[src/rtl/core/deq_pkg.sv]
// deq_pkg: types and codes shared by the double-ended queue modules
// no dependencies

package deq_pkg;

	typedef enum logic [2:0] {
		OP_PUSH_FRONT = 3'd0,
		OP_PUSH_BACK  = 3'd1,
		OP_POP_FRONT  = 3'd2,
		OP_POP_BACK   = 3'd3,
		OP_CLEAR      = 3'd4,
		OP_PEEK       = 3'd5
	} op_t;

	typedef enum logic [1:0] {
		ST_OK        = 2'd0,
		ST_UNDERFLOW = 2'd1,
		ST_OVERFLOW  = 2'd2
	} status_t;

	localparam int unsigned VALUE_W = 32;
	localparam int unsigned COUNT_W = 5;

	typedef struct packed {
		logic [2:0]                 operation;
		logic signed [VALUE_W-1:0]  value;
	} req_t;

	typedef struct packed {
		logic signed [VALUE_W-1:0]  front_value;
		logic signed [VALUE_W-1:0]  back_value;
		logic [COUNT_W-1:0]         count;
		logic                       is_empty;
		logic [1:0]                 status;
	} rsp_t;

	// per-item result info handed from the pointer logic to the read stage
	typedef struct packed {
		logic [1:0]         status;
		logic [COUNT_W-1:0] count;
		logic               is_empty;
		logic               fwd_front;
		logic               fwd_back;
	} info_t;

endpackage

[src/rtl/core/double_ended_queue_top.sv]
// a result becomes valid once its request transfer has passed the read stage and then the output register
// throughput: one request per cycle while req_stall is low; the store has one write and two read ports,
// and the read data is held in the store's output registers
// reset (arst_n low, asynchronous): queue empty, head at zero, no result pending;
// store contents are not cleared and are never read before being written
// double_ended_queue_top: depends on deq_pkg, deq_ctrl, deq_mem

module double_ended_queue_top
	import deq_pkg::*;
#(
	parameter int unsigned DEPTH = 16
) (
	input  logic clk,
	input  logic arst_n,
	input  logic req_valid,
	output logic req_stall,
	input  req_t req,
	output logic rsp_valid,
	input  logic rsp_stall,
	output rsp_t rsp
);

	localparam int unsigned IW = $clog2(DEPTH);

	logic                accept;
	logic                adv;
	logic                wr_en;
	logic [IW-1:0]       wr_addr;
	logic [IW-1:0]       rd_front_addr;
	logic [IW-1:0]       rd_back_addr;
	logic [VALUE_W-1:0]  rd_front;
	logic [VALUE_W-1:0]  rd_back;
	info_t               info;
	info_t               info_s1;
	logic                valid_s1;
	logic [VALUE_W-1:0]  wdata_s1;
	rsp_t                rsp_d;
	rsp_t                rsp_q;
	logic                rsp_valid_q;

	// read stage moves on when the output register is free or being drained
	assign adv       = valid_s1 && (!rsp_valid_q || !rsp_stall);
	assign req_stall = valid_s1 && !adv;
	assign accept    = req_valid && !req_stall;

	deq_ctrl #(
		.DEPTH(DEPTH)
	) u_ctrl (
		.clk          (clk),
		.arst_n       (arst_n),
		.accept       (accept),
		.req          (req),
		.wr_en        (wr_en),
		.wr_addr      (wr_addr),
		.rd_front_addr(rd_front_addr),
		.rd_back_addr (rd_back_addr),
		.info         (info)
	);

	deq_mem #(
		.DEPTH(DEPTH),
		.WIDTH(VALUE_W)
	) u_mem (
		.clk      (clk),
		.wr_en    (wr_en && accept),
		.wr_addr  (wr_addr),
		.wr_data  (req.value),
		.rd_en    (accept),
		.rd_addr_a(rd_front_addr),
		.rd_addr_b(rd_back_addr),
		.rd_data_a(rd_front),
		.rd_data_b(rd_back)
	);

	always_ff @(posedge clk or negedge arst_n) begin
		if (!arst_n) begin
			valid_s1 <= 1'b0;
		end else if (accept) begin
			valid_s1 <= 1'b1;
		end else if (adv) begin
			valid_s1 <= 1'b0;
		end
	end

	always_ff @(posedge clk) begin
		if (accept) begin
			info_s1  <= info;
			wdata_s1 <= req.value;
		end
	end

	// pushed value bypasses the store when it lands on an entry being read
	always_comb begin
		rsp_d.count    = info_s1.count;
		rsp_d.is_empty = info_s1.is_empty;
		rsp_d.status   = info_s1.status;
		if (info_s1.is_empty) begin
			rsp_d.front_value = '0;
			rsp_d.back_value  = '0;
		end else begin
			rsp_d.front_value = info_s1.fwd_front ? wdata_s1 : rd_front;
			rsp_d.back_value  = info_s1.fwd_back ? wdata_s1 : rd_back;
		end
	end

	always_ff @(posedge clk or negedge arst_n) begin
		if (!arst_n) begin
			rsp_valid_q <= 1'b0;
		end else if (adv) begin
			rsp_valid_q <= 1'b1;
		end else if (!rsp_stall) begin
			rsp_valid_q <= 1'b0;
		end
	end

	always_ff @(posedge clk) begin
		if (adv) begin
			rsp_q <= rsp_d;
		end
	end

	assign rsp_valid = rsp_valid_q;
	assign rsp       = rsp_q;

endmodule

[src/rtl/core/deq_mem.sv]
// deq_mem: element store, one write port and two registered read ports
// depends on nothing but its parameters

module deq_mem #(
	parameter int unsigned DEPTH = 16,
	parameter int unsigned WIDTH = 32,
	localparam int unsigned IW = $clog2(DEPTH)
) (
	input  logic             clk,
	input  logic             wr_en,
	input  logic [IW-1:0]    wr_addr,
	input  logic [WIDTH-1:0] wr_data,
	input  logic             rd_en,
	input  logic [IW-1:0]    rd_addr_a,
	input  logic [IW-1:0]    rd_addr_b,
	output logic [WIDTH-1:0] rd_data_a,
	output logic [WIDTH-1:0] rd_data_b
);

	logic [WIDTH-1:0] mem [DEPTH];
	logic [WIDTH-1:0] rd_a_q;
	logic [WIDTH-1:0] rd_b_q;

	always_ff @(posedge clk) begin
		if (wr_en) begin
			mem[wr_addr] <= wr_data;
		end
	end

	// reads return the old contents on a same-cycle write to the same entry
	always_ff @(posedge clk) begin
		if (rd_en) begin
			rd_a_q <= mem[rd_addr_a];
			rd_b_q <= mem[rd_addr_b];
		end
	end

	assign rd_data_a = rd_a_q;
	assign rd_data_b = rd_b_q;

endmodule

[src/rtl/core/deq_ctrl.sv]
// deq_ctrl: head pointer and element count, store write and read addresses
// depends on deq_pkg

module deq_ctrl
	import deq_pkg::*;
#(
	parameter int unsigned DEPTH = 16,
	localparam int unsigned IW = $clog2(DEPTH),
	localparam int unsigned CW = $clog2(DEPTH + 1),
	localparam int unsigned SW = CW + 1
) (
	input  logic          clk,
	input  logic          arst_n,
	input  logic          accept,
	input  req_t          req,
	output logic          wr_en,
	output logic [IW-1:0] wr_addr,
	output logic [IW-1:0] rd_front_addr,
	output logic [IW-1:0] rd_back_addr,
	output info_t         info
);

	localparam logic [IW-1:0] LAST_IDX = IW'(DEPTH - 1);
	localparam logic [CW-1:0] FULL_CNT = CW'(DEPTH);
	localparam logic [SW-1:0] DEPTH_S  = SW'(DEPTH);

	logic [IW-1:0] head_q;
	logic [CW-1:0] count_q;
	logic [IW-1:0] head_n;
	logic [CW-1:0] count_n;
	logic [IW-1:0] head_dec;
	logic [IW-1:0] head_inc;
	logic [SW-1:0] tail_sum;
	logic [IW-1:0] tail_addr;
	logic [SW-1:0] back_sum;
	logic [IW-1:0] back_addr;
	logic          full;
	logic          empty;
	logic [1:0]    status;

	assign full     = (count_q == FULL_CNT);
	assign empty    = (count_q == '0);
	assign head_dec = (head_q == '0) ? LAST_IDX : head_q - 1'b1;
	assign head_inc = (head_q == LAST_IDX) ? '0 : head_q + 1'b1;

	// sums stay below twice the depth, so one subtract wraps them
	assign tail_sum  = SW'(head_q) + SW'(count_q);
	assign tail_addr = (tail_sum >= DEPTH_S) ? IW'(tail_sum - DEPTH_S) : IW'(tail_sum);

	always_comb begin
		head_n  = head_q;
		count_n = count_q;
		status  = ST_OK;
		wr_en   = 1'b0;
		wr_addr = tail_addr;
		unique case (req.operation)
			OP_PUSH_FRONT: begin
				if (full) begin
					status = ST_OVERFLOW;
				end else begin
					head_n  = head_dec;
					count_n = count_q + 1'b1;
					wr_en   = 1'b1;
					wr_addr = head_dec;
				end
			end
			OP_PUSH_BACK: begin
				if (full) begin
					status = ST_OVERFLOW;
				end else begin
					count_n = count_q + 1'b1;
					wr_en   = 1'b1;
				end
			end
			OP_POP_FRONT: begin
				if (empty) begin
					status = ST_UNDERFLOW;
				end else begin
					head_n  = head_inc;
					count_n = count_q - 1'b1;
				end
			end
			OP_POP_BACK: begin
				if (empty) begin
					status = ST_UNDERFLOW;
				end else begin
					count_n = count_q - 1'b1;
				end
			end
			OP_CLEAR: begin
				head_n  = '0;
				count_n = '0;
			end
			default: begin
				// peek and unused codes leave the queue alone
			end
		endcase
	end

	// back entry after the update; meaningless when the queue ends up empty
	assign back_sum  = SW'(head_n) + SW'(count_n) - 1'b1;
	assign back_addr = (back_sum >= DEPTH_S) ? IW'(back_sum - DEPTH_S) : IW'(back_sum);

	assign rd_front_addr  = head_n;
	assign rd_back_addr   = back_addr;
	assign info.status    = status;
	assign info.count     = COUNT_W'(count_n);
	assign info.is_empty  = (count_n == '0);
	assign info.fwd_front = wr_en && (wr_addr == head_n);
	assign info.fwd_back  = wr_en && (wr_addr == back_addr);

	always_ff @(posedge clk or negedge arst_n) begin
		if (!arst_n) begin
			head_q  <= '0;
			count_q <= '0;
		end else if (accept) begin
			head_q  <= head_n;
			count_q <= count_n;
		end
	end

endmodule

[config.mk]
export PLATFORM = sky130hd
export DESIGN_NAME = double_ended_queue_top
export DESIGN_NICKNAME = d
export VERILOG_FILES = /design/src/rtl/core/deq_pkg.sv /design/src/rtl/core/double_ended_queue_top.sv /design/src/rtl/core/deq_mem.sv /design/src/rtl/core/deq_ctrl.sv
export SDC_FILE = /design/constraint.sdc
export NUM_CORES = 1
export LEC_CHECK = 0
export BUFFER_PORTS_ARGS = -buffer_cell sky130_fd_sc_hd__buf_2
export CORE_MARGIN = 2
export CORE_UTILIZATION = 30
export DETAILED_ROUTE_END_ITERATION = 6
export PLACE_DENSITY_LB_ADDON = 0.25
export SKIP_CTS_REPAIR_TIMING = 1
export SLEW_MARGIN = 15
export SYNTH_ARGS = -nofsm -noshare
export SYNTH_HDL_FRONTEND = slang
export SYNTH_SLANG_ARGS = --single-unit
[constraint.sdc]
create_clock -name clk -period 7.55 [get_ports clk]
set_clock_uncertainty 0.15 [all_clocks]
set_input_delay 1.51 -clock clk [delete_from_list [all_inputs] [get_ports clk]]
set_output_delay 1.51 -clock clk [all_outputs]
set_load 0.005 [all_outputs]
==> impl_metrics.tcl <==
set metrics [dict create \
    cts-root-buf "clkbuf_16" \
    place_inst 3349 \
    wire_per_inst_um 26.3 \
    hold_class "reg -> reg" \
    syn-instance-count 1936 \
    io_buffers 112 \
    ys_ff_latch 701 \
    synth_cell_type_count 67 \
    ys_top_cells_by_area "edfxtp_1 (65%), mux4_2 (11%), mux2i_1 (7.3%), nand2_1 (2.4%), a32o_1 (1.4%)" \
    grt_max_degree 159 \
    antenna_left 0 \
    fin_crit_ps 5660 \
    ys_warn_count 0 \
    drt_pass1_iterations 5 \
    reg2regPathDepth 19 \
    ys_top_cells_by_count "edfxtp_1 (690), mux2i_1 (232), nand2_1 (205)" \
    crit_buf_inv 5 \
    synth-edff-count 690 \
    drive_gt1_frac 0.231 \
    outcome "finished clean" \
    critPathKind "in -> reg" \
    stdcell_area_mm2 0.0366 \
    die_h_um 330 \
    path_cells "buf_2 > or2_1 > or3_1 > or2_1 > nand3_4 > inv_2 > ha_1 > inv_1 > ha_4 > inv_1 > fa_2 > xnor2_1 > xnor2_1 > xnor2_4 > buf_12 > mux2i_1 > mux2i_1" \
    placed_area_mm2 0.0340 \
    multi_input_area_mm2 0.0102 \
    cp-startpoint "req[33]" \
    tns_ps 0 \
    nets 2091 \
    hold_viol 0 \
    regToRegSetupSlack_ps 1990 \
    endpoint_kind "flop" \
    ys_async_sr_fraction 0.0157 \
    synth_top_area_share 0.651 \
    n_fill_cell 9877 \
    power.density_mw_per_mm2 523 \
    slowest_stage "xnor2_4" \
    crit_end "u_mem.rd_data_b[18]" \
    r2r-end "u_mem.rd_data_b[18]" \
    num_rows 119 \
    cp.depth 17 \
    crit_fanout 56 \
    clockBufferDepth 3 \
    synthFlopType "edfxtp_1" \
    yosysSeqAreaShare 0.660 \
    p_comb_frac 0.523 \
    numCtsBuffers 78 \
    clock_latency_ps 640 \
    dp_hpwl_um 52400 \
    relSlewSlack 0.213 \
    die_area_mm2 0.109 \
    clk_pin_slew_ps 60 \
    via_count 18600 \
    intPower_uw 11800 \
    synth_fp_nets 1989 \
    syn_area_mm2 0.0318 \
    final_cell_count_no_fill 3498 \
    drc_errors 0 \
    areaGrowthSynthToFinish_pct 15.1 \
    grt_first_pass_wirelength_um 134000 \
    drv_slew 0 \
    grt_overflow 0 \
    wirelength_um 92000 \
    critPathMaxStageDelay_ps 580 \
    clock_power_share 0.201 \
    crit_arrival_ps 5850 \
    tightest_slew_ps 1180 \
    htreeDepth 3 \
    crit_required_ps 7740 \
    track_usage 0.169 \
    antenna_found_initial 10 \
    seq_power_share 0.276 \
    core_mm2 0.105 \
    fmax_ghz 0.177 \
    yosysMostFrequentCell "edfxtp_1" \
    p_sw_uw 7330 \
    place_congestion 0.787 \
    p_sw_frac 0.383 \
    via_per_inst 5.31 \
    r2r_start "u_ctrl.count_q[0]" \
    p_total_uw 19200 \
    startpoint_type "input pin" \
    die_w_um 330 \
    cts_tree "yes" \
    power_leakage_uw 0.0123 \
    clock-sinks 701 \
    synth_area_leader_cell "edfxtp_1" \
    start_util 0.302 \
    synth_area_per_cell_um2 16.4 \
    ir_drop_v 0.000676 \
    crit_family "simple AND/OR/NAND/NOR gates" \
    drt_iter0_drc 1807 \
    ff_latch_area_mm2 0.0210 \
    fin_crit_sh 0.750 \
    pin_count 113 \
    maxCapViolations 0 \
    rsz0062_at_grt "no" \
    setup_viol 0 \
    grt_pass1_vias 19600 \
]
## metrics by stage
| step | util | hold WS (ps) | worst slack, ps |
|---|---|---|---|
| after global placement | 0.323 | 253 | 1320 |
| final | 0.348 | 269 | 1890 |
| after floorplan | - | 250 | 36.9 |
| after CTS | 0.348 | 269 | 1940 |
| after global routing | 0.348 | 288 | 1670 |
| after detailed placement | 0.323 | 255 | 1280 |
## layout make-up
type,instances,share of cell area
Sequential cell,701,0.573
Multi-Input combinational cell,1072,0.278
Clock buffer,103,0.0587
Tap cell,1391,0.0475
Timing Repair Buffer,164,0.0280
Clock inverter,43,0.0116
Inverter,21,0.00226
Antenna cell,3,0.000205
## per-layer routing
| metal | GRT usage | vias up | share of wire |
|---|---|---|---|
| li1 | - | 8017 | - |
| met1 | 0.215 | 9789 | 0.42 |
| met2 | 0.289 | 590 | 0.50 |
| met3 | 0.0288 | 167 | 0.056 |
| met4 | 0.0589 | 8 | 0.027 |
| met5 | 0 | - | 0.00059 |
## kinds of logic after synthesis
logic type               share of synthesized area
AND/OR/NAND/NOR                             0.0562
AO/OA/AOI/OAI                               0.0655
buffers and inverters                       0.0262
XOR/XNOR                                   0.00464
adder cells (fa/ha/maj)                    0.00598
flip-flops                                   0.660
multiplexers                                 0.182
## worst min-delay path by stage
stage / start / to / slack, ps / cells past startpoint
6_report: info_s1[7] / rsp[7] / 270 / 0
5_1_grt: info_s1[9] / rsp[1] / 290 / 0
4_1_cts: info_s1[7] / rsp[7] / 270 / 0
3_5_place_dp: info_s1[7] / rsp[7] / 250 / 0
3_3_place_gp: info_s1[3] / rsp[3] / 250 / 0
2_1_floorplan: info_s1[8] / rsp[0] / 250 / 0
## power groups by stage
stage	Clock, µW	Combinational [µW]	Sequential [µW]
final	3850	10000	5280
after global routing	4090	10700	5320
after CTS	3940	10200	5290
after detailed placement	0	10100	5360
after global placement	0	10000	5360
after floorplan	0	7490	5260
## state kept, by name (all words and copies together), names as in the netlist
register	count
u_mem.rd_data_b	32
u_ctrl.head_q	4
rsp	72
u_ctrl.count_q	5
u_mem.rd_data_a	32
wdata_s1	32
rsp_valid	1
info_s1	10
u_mem.mem	512
valid_s1	1
## cells in the final DEF (no fill, tap or decap), types with 6 or more instances in the layout
cell and instances:
edfxtp_1 690, mux2i_1 232, nand2_1 205, mux4_2 153, buf_2 112, clkbuf_16 82, nor2_1 78, a21oi_1 56
a32o_1 46, buf_4 46, a311oi_1 32, and3_1 31, a211oi_1 30, a221o_1 25, o21ai_0 24, nand3_1 21
a211oi_2 20, clkbuf_1 19, clkinv_1 18, inv_1 17, nor2_4 17, dfrtp_1 11, clkinv_2 10, xnor2_1 10
ha_1 10, nand2b_1 9, bufinv_16 8, or4_1 7, nor3_1 6, buf_12 6
Power figures use the tool's default switching activity.
